**config.mk**
```make
export PLATFORM = sky130hd
export DESIGN_NAME = sliding_window_average_u16
export DESIGN_NICKNAME = d
export VERILOG_FILES = /design/src/rtl/core/swa_pkg.sv /design/src/rtl/core/swa_ctrl.sv /design/src/rtl/core/swa_dp.sv /design/src/rtl/core/sliding_window_average_u16.sv
export VERILOG_INCLUDE_DIRS = /design/src /design/src/rtl/core
export SDC_FILE = /design/constraint.sdc
export NUM_CORES = 1
export LEC_CHECK = 0
export ABC_AREA = 1
export BUFFER_PORTS_ARGS = -buffer_cell sky130_fd_sc_hd__buf_2
export CAP_MARGIN = 30
export CORE_UTILIZATION = 40
export CTS_BUF_LIST = sky130_fd_sc_hd__clkbuf_4 sky130_fd_sc_hd__clkbuf_8
export CTS_CLUSTER_DIAMETER = 80
export CTS_CLUSTER_SIZE = 25
export DETAILED_ROUTE_END_ITERATION = 16
export PLACE_DENSITY = 0.59
export SLEW_MARGIN = 20
export SYNTH_ARGS = -nofsm -noshare
export SYNTH_HDL_FRONTEND = slang
export SYNTH_SLANG_ARGS = --single-unit
```
**constraint.sdc**
```tcl
create_clock -name clk -period 4 [get_ports clk]
set_clock_uncertainty 0.1 [all_clocks]
set_input_delay 0.6 -clock clk [delete_from_list [all_inputs] [get_ports clk]]
set_output_delay 0.6 -clock clk [all_outputs]
set_load 0.01 [all_outputs]
```
**src/rtl/core/sliding_window_average_u16_macros.svh**
```systemverilog
// assertion helpers shared by the rtl modules
`ifndef SLIDING_WINDOW_AVERAGE_U16_MACROS_SVH
`define SLIDING_WINDOW_AVERAGE_U16_MACROS_SVH

// same-cycle implication, checked out of reset
`define SWA_ASSERT_NOW(label, clk, rst_n, ante, cons) \
  label: assert property (@(posedge clk) disable iff (!rst_n) (ante) |-> (cons)) \
    else $error("swa assertion failed");

// next-cycle implication, checked out of reset
`define SWA_ASSERT_NEXT(label, clk, rst_n, ante, cons) \
  label: assert property (@(posedge clk) disable iff (!rst_n) (ante) |=> (cons)) \
    else $error("swa assertion failed");

`endif

```
**src/rtl/core/swa_pkg.sv**
```systemverilog
package swa_pkg;

  localparam int WINDOW_MAX_DEF = 32;
  localparam int SAMPLE_W       = 16;
  localparam int AVG_W          = 24;
  localparam int FILL_W         = 8;
  localparam int CFG_W          = 8;
  localparam int FRAC_W         = 8;

  typedef enum logic [2:0] {
    ST_IDLE,
    ST_UPDATE,
    ST_DIV,
    ST_DONE
  } state_t;

  // controller -> datapath
  typedef struct packed {
    logic cfg_write;   // clamp and store window, restart the window
    logic cap_sample;  // latch the accepted sample
    logic pass_load;   // pass-through: quotient register takes sample * 256
    logic update;      // ring/sum/slot/count update and divider init
    logic div_step;    // one restoring division step
    logic load_out;    // move quotient and count into the output register
  } cmd_t;

  // datapath -> controller
  typedef struct packed {
    logic pass_mode;   // window still zero, nothing written yet
    logic div_last;    // this division step is the final one
  } status_t;

endpackage

```
**src/rtl/core/swa_ctrl.sv**
```systemverilog
`include "sliding_window_average_u16_macros.svh"

module swa_ctrl (
  input  logic             clk,
  input  logic             rst_n,
  input  logic             in_valid,
  output logic             in_ready,
  input  logic             cfg_valid,
  output logic             cfg_ready,
  output logic             out_valid,
  input  logic             out_ready,
  input  swa_pkg::status_t sts,
  output swa_pkg::cmd_t    cmd
);

  swa_pkg::state_t state_r, state_nxt;
  logic            out_valid_r, out_valid_nxt;

  always_ff @(posedge clk) begin
    if (!rst_n) begin
      state_r     <= swa_pkg::ST_IDLE;
      out_valid_r <= 1'b0;
    end else begin
      state_r     <= state_nxt;
      out_valid_r <= out_valid_nxt;
    end
  end

  always_comb begin
    state_nxt     = state_r;
    cmd           = '0;
    in_ready      = 1'b0;
    cfg_ready     = 1'b0;
    out_valid_nxt = out_valid_r && !out_ready;
    unique case (state_r)
      swa_pkg::ST_IDLE: begin
        in_ready  = 1'b1;
        cfg_ready = 1'b1;
        if (cfg_valid) begin
          cmd.cfg_write = 1'b1;
        end else if (in_valid) begin
          cmd.cap_sample = 1'b1;
          if (sts.pass_mode) begin
            cmd.pass_load = 1'b1;
            state_nxt     = swa_pkg::ST_DONE;
          end else begin
            state_nxt = swa_pkg::ST_UPDATE;
          end
        end
        // a config request has priority; hold off the sample that cycle
        if (cfg_valid) begin
          in_ready = 1'b0;
        end
      end
      swa_pkg::ST_UPDATE: begin
        cmd.update = 1'b1;
        state_nxt  = swa_pkg::ST_DIV;
      end
      swa_pkg::ST_DIV: begin
        cmd.div_step = 1'b1;
        if (sts.div_last) begin
          state_nxt = swa_pkg::ST_DONE;
        end
      end
      swa_pkg::ST_DONE: begin
        if (!out_valid_r || out_ready) begin
          cmd.load_out  = 1'b1;
          out_valid_nxt = 1'b1;
          state_nxt     = swa_pkg::ST_IDLE;
        end
      end
      default: begin
        state_nxt = swa_pkg::ST_IDLE;
      end
    endcase
  end

  assign out_valid = out_valid_r;

  `SWA_ASSERT_NEXT(a_pass_skips_div, clk, rst_n,
    in_valid && in_ready && sts.pass_mode, state_r == swa_pkg::ST_DONE)
  `SWA_ASSERT_NEXT(a_load_shows_valid, clk, rst_n, cmd.load_out, out_valid_r)
  `SWA_ASSERT_NOW(a_no_overwrite, clk, rst_n,
    cmd.load_out && out_valid_r, out_ready)

endmodule

```
**src/rtl/core/swa_dp.sv**
```systemverilog
`include "sliding_window_average_u16_macros.svh"

module swa_dp #(
  parameter int WINDOW_MAX = swa_pkg::WINDOW_MAX_DEF
) (
  input  logic                         clk,
  input  logic                         rst_n,
  input  logic [swa_pkg::SAMPLE_W-1:0] in_sample,
  input  logic [swa_pkg::CFG_W-1:0]    cfg_window_size,
  input  swa_pkg::cmd_t                cmd,
  output swa_pkg::status_t             sts,
  output logic [swa_pkg::AVG_W-1:0]    out_average_q8,
  output logic [swa_pkg::FILL_W-1:0]   out_fill_count
);

  localparam int CNT_W  = $clog2(WINDOW_MAX + 1);
  localparam int IDX_W  = (WINDOW_MAX > 1) ? $clog2(WINDOW_MAX) : 1;
  localparam int SUM_W  = swa_pkg::SAMPLE_W + CNT_W;
  localparam int DW     = SUM_W + swa_pkg::FRAC_W;
  localparam int STEP_W = $clog2(DW);

  logic [swa_pkg::SAMPLE_W-1:0] ring [WINDOW_MAX];
  logic [swa_pkg::SAMPLE_W-1:0] rd_data_r;
  logic [swa_pkg::SAMPLE_W-1:0] sample_r;

  logic [CNT_W-1:0]  window_r, window_nxt;
  logic [CNT_W-1:0]  count_r, count_nxt;
  logic [IDX_W-1:0]  slot_r, slot_nxt;
  logic [SUM_W-1:0]  sum_r, sum_nxt;
  logic [DW-1:0]     quot_r;
  logic [CNT_W-1:0]  rem_r;
  logic [STEP_W-1:0] step_r;

  logic [swa_pkg::AVG_W-1:0]  avg_r;
  logic [swa_pkg::FILL_W-1:0] fill_r;

  logic [swa_pkg::CFG_W-1:0]    clamp_w;
  logic [CNT_W-1:0]             slot_inc;
  logic [swa_pkg::SAMPLE_W-1:0] old_sample;
  logic [CNT_W:0]               rem_sh;
  logic                         rem_ge;

  // window clamp: zero becomes one, above the maximum becomes the maximum
  always_comb begin
    if (cfg_window_size == '0) begin
      clamp_w = swa_pkg::CFG_W'(1);
    end else if (cfg_window_size > swa_pkg::CFG_W'(WINDOW_MAX)) begin
      clamp_w = swa_pkg::CFG_W'(WINDOW_MAX);
    end else begin
      clamp_w = cfg_window_size;
    end
    window_nxt = clamp_w[CNT_W-1:0];
  end

  // until the window has filled, the slot being overwritten holds no sample
  always_comb begin
    old_sample = (count_r == window_r) ? rd_data_r : '0;
    sum_nxt    = sum_r - SUM_W'(old_sample) + SUM_W'(sample_r);
    slot_inc   = CNT_W'(slot_r) + CNT_W'(1);
    slot_nxt   = (slot_inc >= window_r) ? '0 : slot_inc[IDX_W-1:0];
    count_nxt  = (count_r < window_r) ? count_r + CNT_W'(1) : count_r;
  end

  // restoring divider, one quotient bit per step
  always_comb begin
    rem_sh = {rem_r, quot_r[DW-1]};
    rem_ge = rem_sh >= {1'b0, count_r};
  end

  always_ff @(posedge clk) begin
    if (!rst_n) begin
      window_r <= '0;
      count_r  <= '0;
      slot_r   <= '0;
      sum_r    <= '0;
    end else if (cmd.cfg_write) begin
      window_r <= window_nxt;
      count_r  <= '0;
      slot_r   <= '0;
      sum_r    <= '0;
    end else if (cmd.update) begin
      count_r <= count_nxt;
      slot_r  <= slot_nxt;
      sum_r   <= sum_nxt;
    end
  end

  // ring memory with registered read at the current slot
  always_ff @(posedge clk) begin
    if (cmd.update) begin
      ring[slot_r] <= sample_r;
    end
    rd_data_r <= ring[slot_r];
  end

  always_ff @(posedge clk) begin
    if (cmd.cap_sample) begin
      sample_r <= in_sample;
    end
    if (cmd.pass_load) begin
      quot_r <= DW'({in_sample, swa_pkg::FRAC_W'(0)});
    end else if (cmd.update) begin
      quot_r <= {sum_nxt, swa_pkg::FRAC_W'(0)};
      rem_r  <= '0;
      step_r <= '0;
    end else if (cmd.div_step) begin
      quot_r <= {quot_r[DW-2:0], rem_ge};
      rem_r  <= rem_ge ? CNT_W'(rem_sh - {1'b0, count_r}) : rem_sh[CNT_W-1:0];
      step_r <= step_r + STEP_W'(1);
    end
    if (cmd.load_out) begin
      avg_r  <= quot_r[swa_pkg::AVG_W-1:0];
      fill_r <= swa_pkg::FILL_W'(count_r);
    end
  end

  assign sts.pass_mode  = (window_r == '0);
  assign sts.div_last   = (step_r == STEP_W'(DW - 1));
  assign out_average_q8 = avg_r;
  assign out_fill_count = fill_r;

  `SWA_ASSERT_NOW(a_count_in_window, clk, rst_n, 1'b1, count_r <= window_r)
  `SWA_ASSERT_NOW(a_window_max, clk, rst_n, 1'b1, window_r <= CNT_W'(WINDOW_MAX))
  `SWA_ASSERT_NOW(a_slot_in_window, clk, rst_n,
    window_r != '0, CNT_W'(slot_r) < window_r)

endmodule

```
**src/rtl/core/sliding_window_average_u16.sv**
```systemverilog
// sliding-window mean of unsigned 16-bit samples
//
// channels: in_valid/in_ready carry one sample request, out_valid/out_ready
// carry one result request (out_average_q8 = mean with 8 fraction bits,
// truncated; out_fill_count = samples now in the window). cfg_valid/cfg_ready
// write the window size, clamped to 1..WINDOW_MAX; a write restarts the window.
// config requests are taken only while no sample is in flight.
// sequence: a sample is accepted, then the ring/sum update runs, then the
// restoring divider, which produces one quotient bit per cycle, and then the
// result is loaded into the output register; one sample is in flight at a
// time. before the first window write the block passes samples straight
// through (sample * 256, fill count 0), skipping the update and the division.
// reset: window size 0 (pass-through), sum, slot and count cleared; ring
// contents are not cleared, the fill count marks which slots hold samples.
// receiver stall: the result waits in the output register; a new sample is
// still accepted and computed, then waits until the held result is taken.
module sliding_window_average_u16 #(
  parameter int WINDOW_MAX = swa_pkg::WINDOW_MAX_DEF
) (
  input  logic                         clk,
  input  logic                         rst_n,
  input  logic                         in_valid,
  output logic                         in_ready,
  input  logic [swa_pkg::SAMPLE_W-1:0] in_sample,
  output logic                         out_valid,
  input  logic                         out_ready,
  output logic [swa_pkg::AVG_W-1:0]    out_average_q8,
  output logic [swa_pkg::FILL_W-1:0]   out_fill_count,
  input  logic                         cfg_valid,
  output logic                         cfg_ready,
  input  logic [swa_pkg::CFG_W-1:0]    cfg_window_size
);

  swa_pkg::cmd_t    cmd;
  swa_pkg::status_t sts;

  // sequencing: accept, ring/sum update, division steps, output handoff
  swa_ctrl u_ctrl (
    .clk       (clk),
    .rst_n     (rst_n),
    .in_valid  (in_valid),
    .in_ready  (in_ready),
    .cfg_valid (cfg_valid),
    .cfg_ready (cfg_ready),
    .out_valid (out_valid),
    .out_ready (out_ready),
    .sts       (sts),
    .cmd       (cmd)
  );

  // ring memory, running sum, divider and output register
  swa_dp #(
    .WINDOW_MAX (WINDOW_MAX)
  ) u_dp (
    .clk             (clk),
    .rst_n           (rst_n),
    .in_sample       (in_sample),
    .cfg_window_size (cfg_window_size),
    .cmd             (cmd),
    .sts             (sts),
    .out_average_q8  (out_average_q8),
    .out_fill_count  (out_fill_count)
  );

endmodule

```
==> results of run 1 <==
[registers in the layout, summed over array words and instances, names as in the netlist]
register and flops:
u_dp.out_fill_count 6, u_dp.window_r 6, u_dp.slot_r 5, u_dp.count_r 6, u_dp.rem_r 6, u_ctrl.out_valid 1, u_dp.rd_data_r 16, u_dp.sample_r 16
u_dp.step_r 5, u_dp.quot_r 30, u_dp.out_average_q8 24, u_ctrl.state_r 2, u_dp.ring 512, u_dp.sum_r 22
[final cells by class]
| cell class | instances | area [um^2] | area share |
|---|---|---|---|
| timing repair buffer | 151 | 1100 | 0.0362 |
| inverter | 215 | 813 | 0.0269 |
| sequential | 657 | 19000 | 0.629 |
| clock inverter | 12 | 168 | 0.00554 |
| clock buffer | 43 | 536 | 0.0177 |
| antenna | 2 | 5.00 | 0.000165 |
| multi-input combinational | 1461 | 7450 | 0.246 |
| tap | 931 | 1160 | 0.0385 |
[logic make-up after synthesis]
logic type      after synthesis
simple gates                831
other cells                   1
buf+inv                     329
xor+xnor                     13
flops                       657
compound gates              547
fa+ha+maj                    68
[worst reg2reg max path, stage by stage (launching register included)]
cell and delay [ps]:
dfxtp_1 360, inv_1 80, ha_1 270, nand2_1 70, nor2_1 150, nand3_1 150, buf_4 230, nor2_1 150
fa_1 420, inv_1 60, ha_1 280, nand2_1 200, inv_1 60, a21oi_1 210, nand3_2 210, nand2_1 130
nand3b_1 80, nand3_1 140, a21oi_1 80
[final timing paths]
path,start,to,slack (ps),cells after the start
hold reg to reg,u_dp.quot_r[11],u_dp.out_average_q8[11],360,0
hold / removal,in_sample[14],u_dp.sample_r[14],50,1
setup reg to reg,u_dp.window_r[4],u_dp.quot_r[22],360,18
setup / recovery,u_dp.window_r[4],u_dp.quot_r[22],360,18
[stage by stage]
stage | utilization | cell area, um^2 | cells | total power, mW
3_3_place_gp | 0.428 | 29400 | 3405 | 12.6
2_1_floorplan | - | 27800 | 2447 | 11.4
6_report | 0.440 | 30200 | 3472 | 15.7
5_1_grt | 0.440 | 30200 | 3470 | 16.6
3_5_place_dp | 0.428 | 29400 | 3406 | 12.6
4_1_cts | 0.440 | 30200 | 3469 | 15.8
[cell usage after synthesis, types with 5 or more instances]
cell type | number | area (um^2)
a21oi_1 | 97 | 485
a22o_1 | 25 | 219
buf_2 | 37 | 185
buf_4 | 18 | 135
buf_6 | 6 | 67.6
clkbuf_1 | 50 | 188
clkinv_1 | 7 | 26.3
dfxtp_1 | 72 | 1440
edfxtp_1 | 585 | 17600
fa_1 | 17 | 340
ha_1 | 51 | 638
inv_1 | 203 | 762
inv_2 | 5 | 18.8
nand2_1 | 329 | 1230
nand3_1 | 41 | 205
nand3b_1 | 5 | 37.5
nand4_1 | 27 | 169
nor2_1 | 406 | 1520
nor3_1 | 8 | 40.0
o21ai_0 | 227 | 1140
o21ai_1 | 70 | 350
o22ai_1 | 114 | 713
xnor2_1 | 5 | 43.8
xor2_1 | 8 | 70.1
[layout by cell type (no fill, tap or decap), types with 2 or more instances in the layout]
cell / netlist / routed
edfxtp_1: 585 / 585
nor2_1: 406 / 406
nand2_1: 329 / 329
o21ai_0: 227 / 227
inv_1: 203 / 202
o22ai_1: 114 / 114
a21oi_1: 97 / 96
buf_4: 18 / 75
o21ai_1: 70 / 70
dfxtp_1: 72 / 70
buf_2: 37 / 61
ha_1: 51 / 51
nand3_1: 41 / 40
clkbuf_8: 0 / 34
nand4_1: 27 / 27
a22o_1: 25 / 25
fa_1: 17 / 17
clkbuf_4: 0 / 9
nor3_1: 8 / 8
xor2_1: 8 / 8
clkinv_1: 7 / 8
dlygate4sd3_1: 0 / 8
buf_12: 0 / 6
nand3b_1: 5 / 5
xnor2_1: 5 / 5
inv_2: 5 / 4
inv_6: 0 / 4
nor3_2: 4 / 4
o211ai_1: 4 / 4
nor2_2: 3 / 3
and2_1: 3 / 3
a31oi_1: 3 / 3
diode_2: 0 / 2
o21bai_1: 2 / 2
a211oi_1: 2 / 2
conb_1: 1 / 2
inv_12: 0 / 2
inv_8: 0 / 2
bufinv_16: 0 / 2
dfxtp_4: 0 / 2
[what timing repair did]
item	CTS	global route
hold endpoints to repair	8	0
gates resized for setup	0	1
hold buffers	8	0
setup endpoints to repair	0	1
[layer usage]
metal / part of all wire / track usage / vias to the layer above
li1: - / - / 8654
met1: 0.45 / 0.285 / 9018
met2: 0.45 / 0.316 / 533
met3: 0.063 / 0.0293 / 98
met4: 0.036 / 0.0742 / 2
met5: 0.00017 / 0 / -
[report_power, final]
| group | total (mW) | switching [mW] | leakage, nW | internal [mW] |
|---|---|---|---|---|
| Sequential | 8.33 | 0.243 | 5.88 | 8.09 |
| Clock | 3.18 | 2.10 | 0.367 | 1.07 |
| Combinational | 4.17 | 2.87 | 4.64 | 1.30 |
==> summary by stage, run 1 <==
Clock tree
The H-tree was split into 2 levels. The buffers inserted during post-CTS setup optimization is 0. Clock latency on the worst-skew pair, taken at its later pin, is slightly below 700 ps. TritonCTS built the clock tree. The clock sink total is 657. The root cell of the clock tree is clkbuf_8. After clock tree synthesis, the clock-pin slew on the worst setup and hold paths is 130 ps.

The longest clock path from root to sink contains 3 buffers. The number of clock buffers added by TritonCTS is 34.

STA
The worst setup slack after layout is between 300 and 400 ps. The final setup TNS is 0 ps. Final hold analysis gives a worst-case slack of 49.2 ps. The number of pins with negative max-slew slack in the final report came to 0.

The final setup violation count is 0. The final period demand of the worst path is between 3000 and 4000 ps. Setup repair after global routing left no endpoint under its margin. The transition at the pin with the smallest max-transition slack is 864 ps. Derived from the worst setup path, the maximum achievable clock frequency is approximately 270 MHz. The worst slew slack as a fraction of its limit is 0.424.

The final count of hold timing violations is 0. The share of the cycle needed by the critical path after routing is 0.910.

Power and ir drop
The leakage power total is 10.9 nW. The cell area power density is 519 mW/mm^2. The highest ir drop seen on vdd is 0.228 mV.

Setup path
The data arrival time of the critical path is 3980 ps. The number of buffer and inverter instances along the worst setup path is 4. Walking the worst path, the cells encountered are inv_1 -> ha_1 -> nand2_1 -> nor2_1 -> nand3_1 -> buf_4 -> nor2_1 -> fa_1 -> inv_1 -> ha_1 -> nand2_1 -> inv_1 -> a21oi_1 -> nand3_2 -> nand2_1 -> nand3b_1 -> nand3_1 -> a21oi_1. The endpoint class of the critical path is a register. The endpoint required time on the critical path is 4330 ps. STA classifies the critical path startpoint as a register. The gate family responsible for the most delay along the worst path is simple AND/OR/NAND/NOR gates. Along the worst path, the maximum fanout reaches 14. The delay of the slowest cell on the worst path is 420 ps. For this design, the slowest cell found on the critical path is fa_1. The startpoint-to-endpoint class of the critical path is register to register.

Synthesis
The average instance in the mapped netlist occupies approximately 11 um^2. After synthesis, the share of flip-flops with an asynchronous set or reset is 0. By area, the combinational part of the netlist is dominated by simple AND/OR/NAND/NOR gates.

After synthesis the netlist holds a flip-flop and latch count of 657. The xor-xnor portion of the synthesized cell area is 0.00409. The compound-gate portion of the synthesized area is 0.108. The share of synthesized cell area in full adder, half adder and majority cells is 0.0352. The cell area that synthesis handed to floorplanning was 0.0278 mm^2.

Among all flip-flop cells after synthesis, the most frequent one is edfxtp_1. After synthesis, the netlist uses 41 different library cells. The share of the Yosys chip area taken by registers is 0.683. Synthesis produced a netlist whose cell count is ~2,400. Measured against the total synthesized area, the mux share comes to 0. The synthesized design contains slightly below 600 enable-type register cells. The yosys synthesis warning count is 0. The synthesized-area fraction occupied by and/or/nand/nor cells is 0.119.

Floorplan
The floorplan step defined a die boundary enclosing 0.0706 mm^2. During I/O placement, the number of pins put on the boundary was between 60 and 70. The core region is 0.0687 mm^2. The vertical extent of the die is 266 um. The row count is 96. The initial core utilization is 0.405.

Measured along the x axis, the die boundary spans 266 um.

Global routing
The total overflow left after global routing is 0. In the global route stage, overall resource usage came out at 0.201. The first global-routing pass estimated 107 mm of wire. The via count of the first global-routing pass is 17,486. The initial antenna violation count is 3.

The largest net degree at the start of global routing is 93.

Outcome
The run finished with clean final reports.

Final layout
The number of fillers in the final layout is 6,456. The area added between synthesis and finish is 8.68%. The number of nets in the final layout is roughly 2,600. Of the cells placed in the final design, the portion with a size suffix greater than 1 is 0.0851.

Worst hold path
The tightest min-delay check is of the input pin to register type.

Place
Timing analysis after detailed placement gives a worst setup slack of 286 ps. The detailed placer's ending HPWL is 44.6 mm. The congestion estimate from routability-driven global placement came to 0.905. The port buffer count is 61.

Detailed routing
The detail-routed net length per standard cell is 20.6 um. The vias per cell is approximately 5.3. In this run the remaining antenna-violating nets after routing total 0. In this run, the number of DRC markers left after iteration 0 of detailed routing was 1,917. The remaining routing DRC violations is 0. The routed layout has 18,305 vias. The pre-antenna-repair detailed-routing pass consisted of 5 iterations.

Summed over all layers, the routed wires come to 71.4 mm.

Run
Max-cap violations in this run came to 0.
Power figures use the tool's default switching activity.
==> run 2: changes to the inputs <==
clock period = 4.2 ns   (was 4 ns; I/O delays follow)
==> run 2 against run 1 <==
Against the previous run:
- via count is 0.28% lower
- clock-buffer cell count stayed put
- register-to-register slack better by 220 ps
- first-iteration DRC count is 5.5% higher
- clock power is 6.3% lower
- sequential share of layout area is 0.30 points higher
- critical endpoint is now u_dp.quot_r[23]
- largest power group unchanged
==> summary by stage, run 2 (same netlist as run 1, synthesis figures left out) <==
Setup path
In this run the worst setup path terminates at u_dp.quot_r[23]. In this run the worst path has a maximum fanout of 16. The depth of the worst register-to-register path is 18. The startpoint identified for the worst register-to-register timing path is u_dp.window_r[4]. At the worst endpoint, the arrival time is 3950 ps.

The minimum setup slack among reg-to-reg paths is 580 ps. The endpoint class of the critical path is a register. The worst setup path is of the register to register kind.

Tracing the worst setup path back leads to its startpoint at u_dp.window_r[4]. Data on the critical path is required at its endpoint by 4530 ps. The endpoint identified for the worst register-to-register timing path is u_dp.quot_r[23]. The critical path launch point type is a register.

Global routing
Entering global routing, the biggest net connects between 100 and 150 pins. For met1 alone, demand over resource in global routing was 0.288. For this run, global-route usage on met3 was measured as 0.0250. The global-route total usage across every layer is 0.198. The via count of the first global-routing pass came to 17,118. For this run the aggregate overflow at the end of global routing stands at 0. The global-route layer with the greatest usage is met2. The global-route wire length before repair is between 100 and 150 mm.

The global routing usage on met2 is 0.314. The initial antenna violation count came to 0.

Detailed routing
The number of nets with antenna violations after routing is 0. The final wirelength is 70.2 mm. The remaining routing DRC violations is 0. Dividing the detail-routed via count by the number of cells gives 5.28. The count of TritonRoute iterations in the first routing pass is 5.

The final route contains around 18,000 vias. In the final routed layout, each cell accounts on average for around 20 um. The first routing iteration left about 2,000 violations.

Clock tree
The clock tree from TritonCTS is yes. The number of buffers inserted during clock tree synthesis is 35. Post-CTS repair changed the size of 0 cells.

The cell sitting at the root of the clock tree is a clkbuf_8. After clock tree synthesis, the clock-pin slew on the worst setup and hold paths is 130 ps. The buffer depth of the longest clock path is 3.

After clock tree synthesis, the flow added hold-fix buffers numbering 1. The count of H-tree levels built during CTS is 2. The clock reaches the later pin of the worst-skew pair after approximately 690 ps.

The buffers inserted during post-CTS setup optimization is 0. The clock sink total is 657.

Floorplan
For this configuration, the core starts out at a cell density of 0.405. The number of top-level pins is 64. The area enclosed by the die boundary is around 0.07 mm^2. The core region area is a little under 0.07 mm^2. The die is ~270 um tall. The floorplan has 96 rows. The floorplan step set the die width to 266 um.

STA
The final count of hold timing violations is 0. For the pin with the worst max-slew slack, the measured transition is 948 ps. The share of the cycle needed by the critical path after routing is 0.862. The clock period could shrink to 3620 ps. Measured against its own limit, the worst slew margin works out to 0.364. The number of pins with negative max-slew slack in the final report was 0. Based on the critical path, the design can be clocked at up to 276 MHz. After routing, the total negative slack on setup checks comes to 0 ps. The final setup violation count is 0.

Setup repair after global routing left no endpoint under its margin.

Run
The count of maximum capacitance violations is 0.

Final layout
The flip-flop count of the largest register, all copies and words added is 512. After routing the design area is 0.0301 mm^2. The library cell used most frequently in the layout, excluding fill and tap cells, is edfxtp_1. For this run, the share of the core covered by cells in the final layout is 0.438.

Leaving out fill and tap cells, the most frequent cells in the layout are edfxtp_1, nor2_1, nand2_1. Compared with the post-synthesis result, the final layout area differs by 8.16%. The number of nets in the final layout is about 2,600. Fill cells in the final layout number 6,440.

Counting flops per register, the top entry is u_dp.ring. In the final layout, the share of cells above drive strength 1 is 0.0831.

Power and ir drop
Summed over all cells, the static leakage comes to around 11 nW. Across the VDD grid, the largest voltage drop is ~0.26 mV. Overall power consumption after layout is estimated at approximately 15 mW.

Dividing total power by cell area gives a power density of 494 mW/mm^2.

Place
The placement-stage cell area is approximately 0.029 mm^2. The detailed placer's ending HPWL is ~44 mm. The congestion estimate from routability-driven global placement came to 0.877. The port buffer count is 61.

Outcome
The flow ran to the end, and the final reports show no timing, DRC or antenna violations.

Worst hold path
The worst min-delay path category is input pin to register.
==> run 2: cell types whose count changed in the layout (fill, tap and decap cells not counted), moves of 2 or more <==
| cell | change |
|---|---|
| dlygate4sd3_1 | -7 |
| clkinvlp_4 | +3 |
| clkinv_2 | +2 |
| buf_4 | -7 |
| clkbuf_4 | -2 |
| clkbuf_8 | +2 |
==> run 2: layer usage <==
metal | share of wire | vias to the layer above
met2 | 0.46 | 507
li1 | - | 8632
met5 | 0 | -
met3 | 0.056 | 74
met1 | 0.46 | 9041
met4 | 0.022 | 0
==> run 2: critical path: stages, from the launching register on <==
cell and delay (ps):
dfxtp_1 360, inv_1 80, ha_1 270, nand2_1 70, nor2_1 140, nand3_1 90, buf_4 200, nor2_1 130
fa_1 430, inv_1 70, ha_1 290, nand2_1 210, inv_1 60, a21oi_1 340, nor2_1 80, nor2_1 170
nand3b_1 100, nand3_1 130, a21oi_1 80
==> run 2: report_power, final <==
group	switching, mW	total, mW	leakage (nW)	internal [mW]
sequential	0.224	7.93	5.88	7.71
clock	2.00	2.98	0.360	0.984
combinational	2.74	3.97	4.57	1.23
total	4.96	14.9	10.8	9.92
==> run 2: worst min-delay path by stage <==
stage                     from                     end  slack [ps]  cells after the start
2_1_floorplan   u_dp.quot_r[0]  u_dp.out_average_q8[0]         330                      0
3_3_place_gp   u_dp.quot_r[28]         u_dp.quot_r[28]         340                      2
3_5_place_dp   u_dp.quot_r[25]         u_dp.quot_r[25]         340                      2
4_1_cts          in_sample[15]       u_dp.sample_r[15]           8                      1
5_1_grt          in_sample[15]       u_dp.sample_r[15]          20                      1
6_report         in_sample[15]       u_dp.sample_r[15]          60                      1
==> run 2: final cells by class <==
class / count / area [um^2] / share of cell area
clock buffers: 43 / 548 / 0.0182
clock inverters: 15 / 161 / 0.00536
diodes: 1 / 2.50 / 0.0000831
multi-input cells: 1461 / 7440 / 0.247
flip-flops and latches: 657 / 19000 / 0.632
repair buffers: 136 / 953 / 0.0317
inverters: 215 / 813 / 0.0270
well taps: 931 / 1160 / 0.0387
==> run 2: metrics by stage <==
| stage | setup slack, ps | instances | hold slack [ps] |
|---|---|---|---|
| 4_1_cts | 626 | 3457 | 8.17 |
| 2_1_floorplan | 910 | 2447 | 325 |
| 5_1_grt | 254 | 3458 | 20.9 |
| 3_3_place_gp | 640 | 3397 | 342 |
| 6_report | 580 | 3459 | 63.9 |
| 3_5_place_dp | 621 | 3398 | 340 |
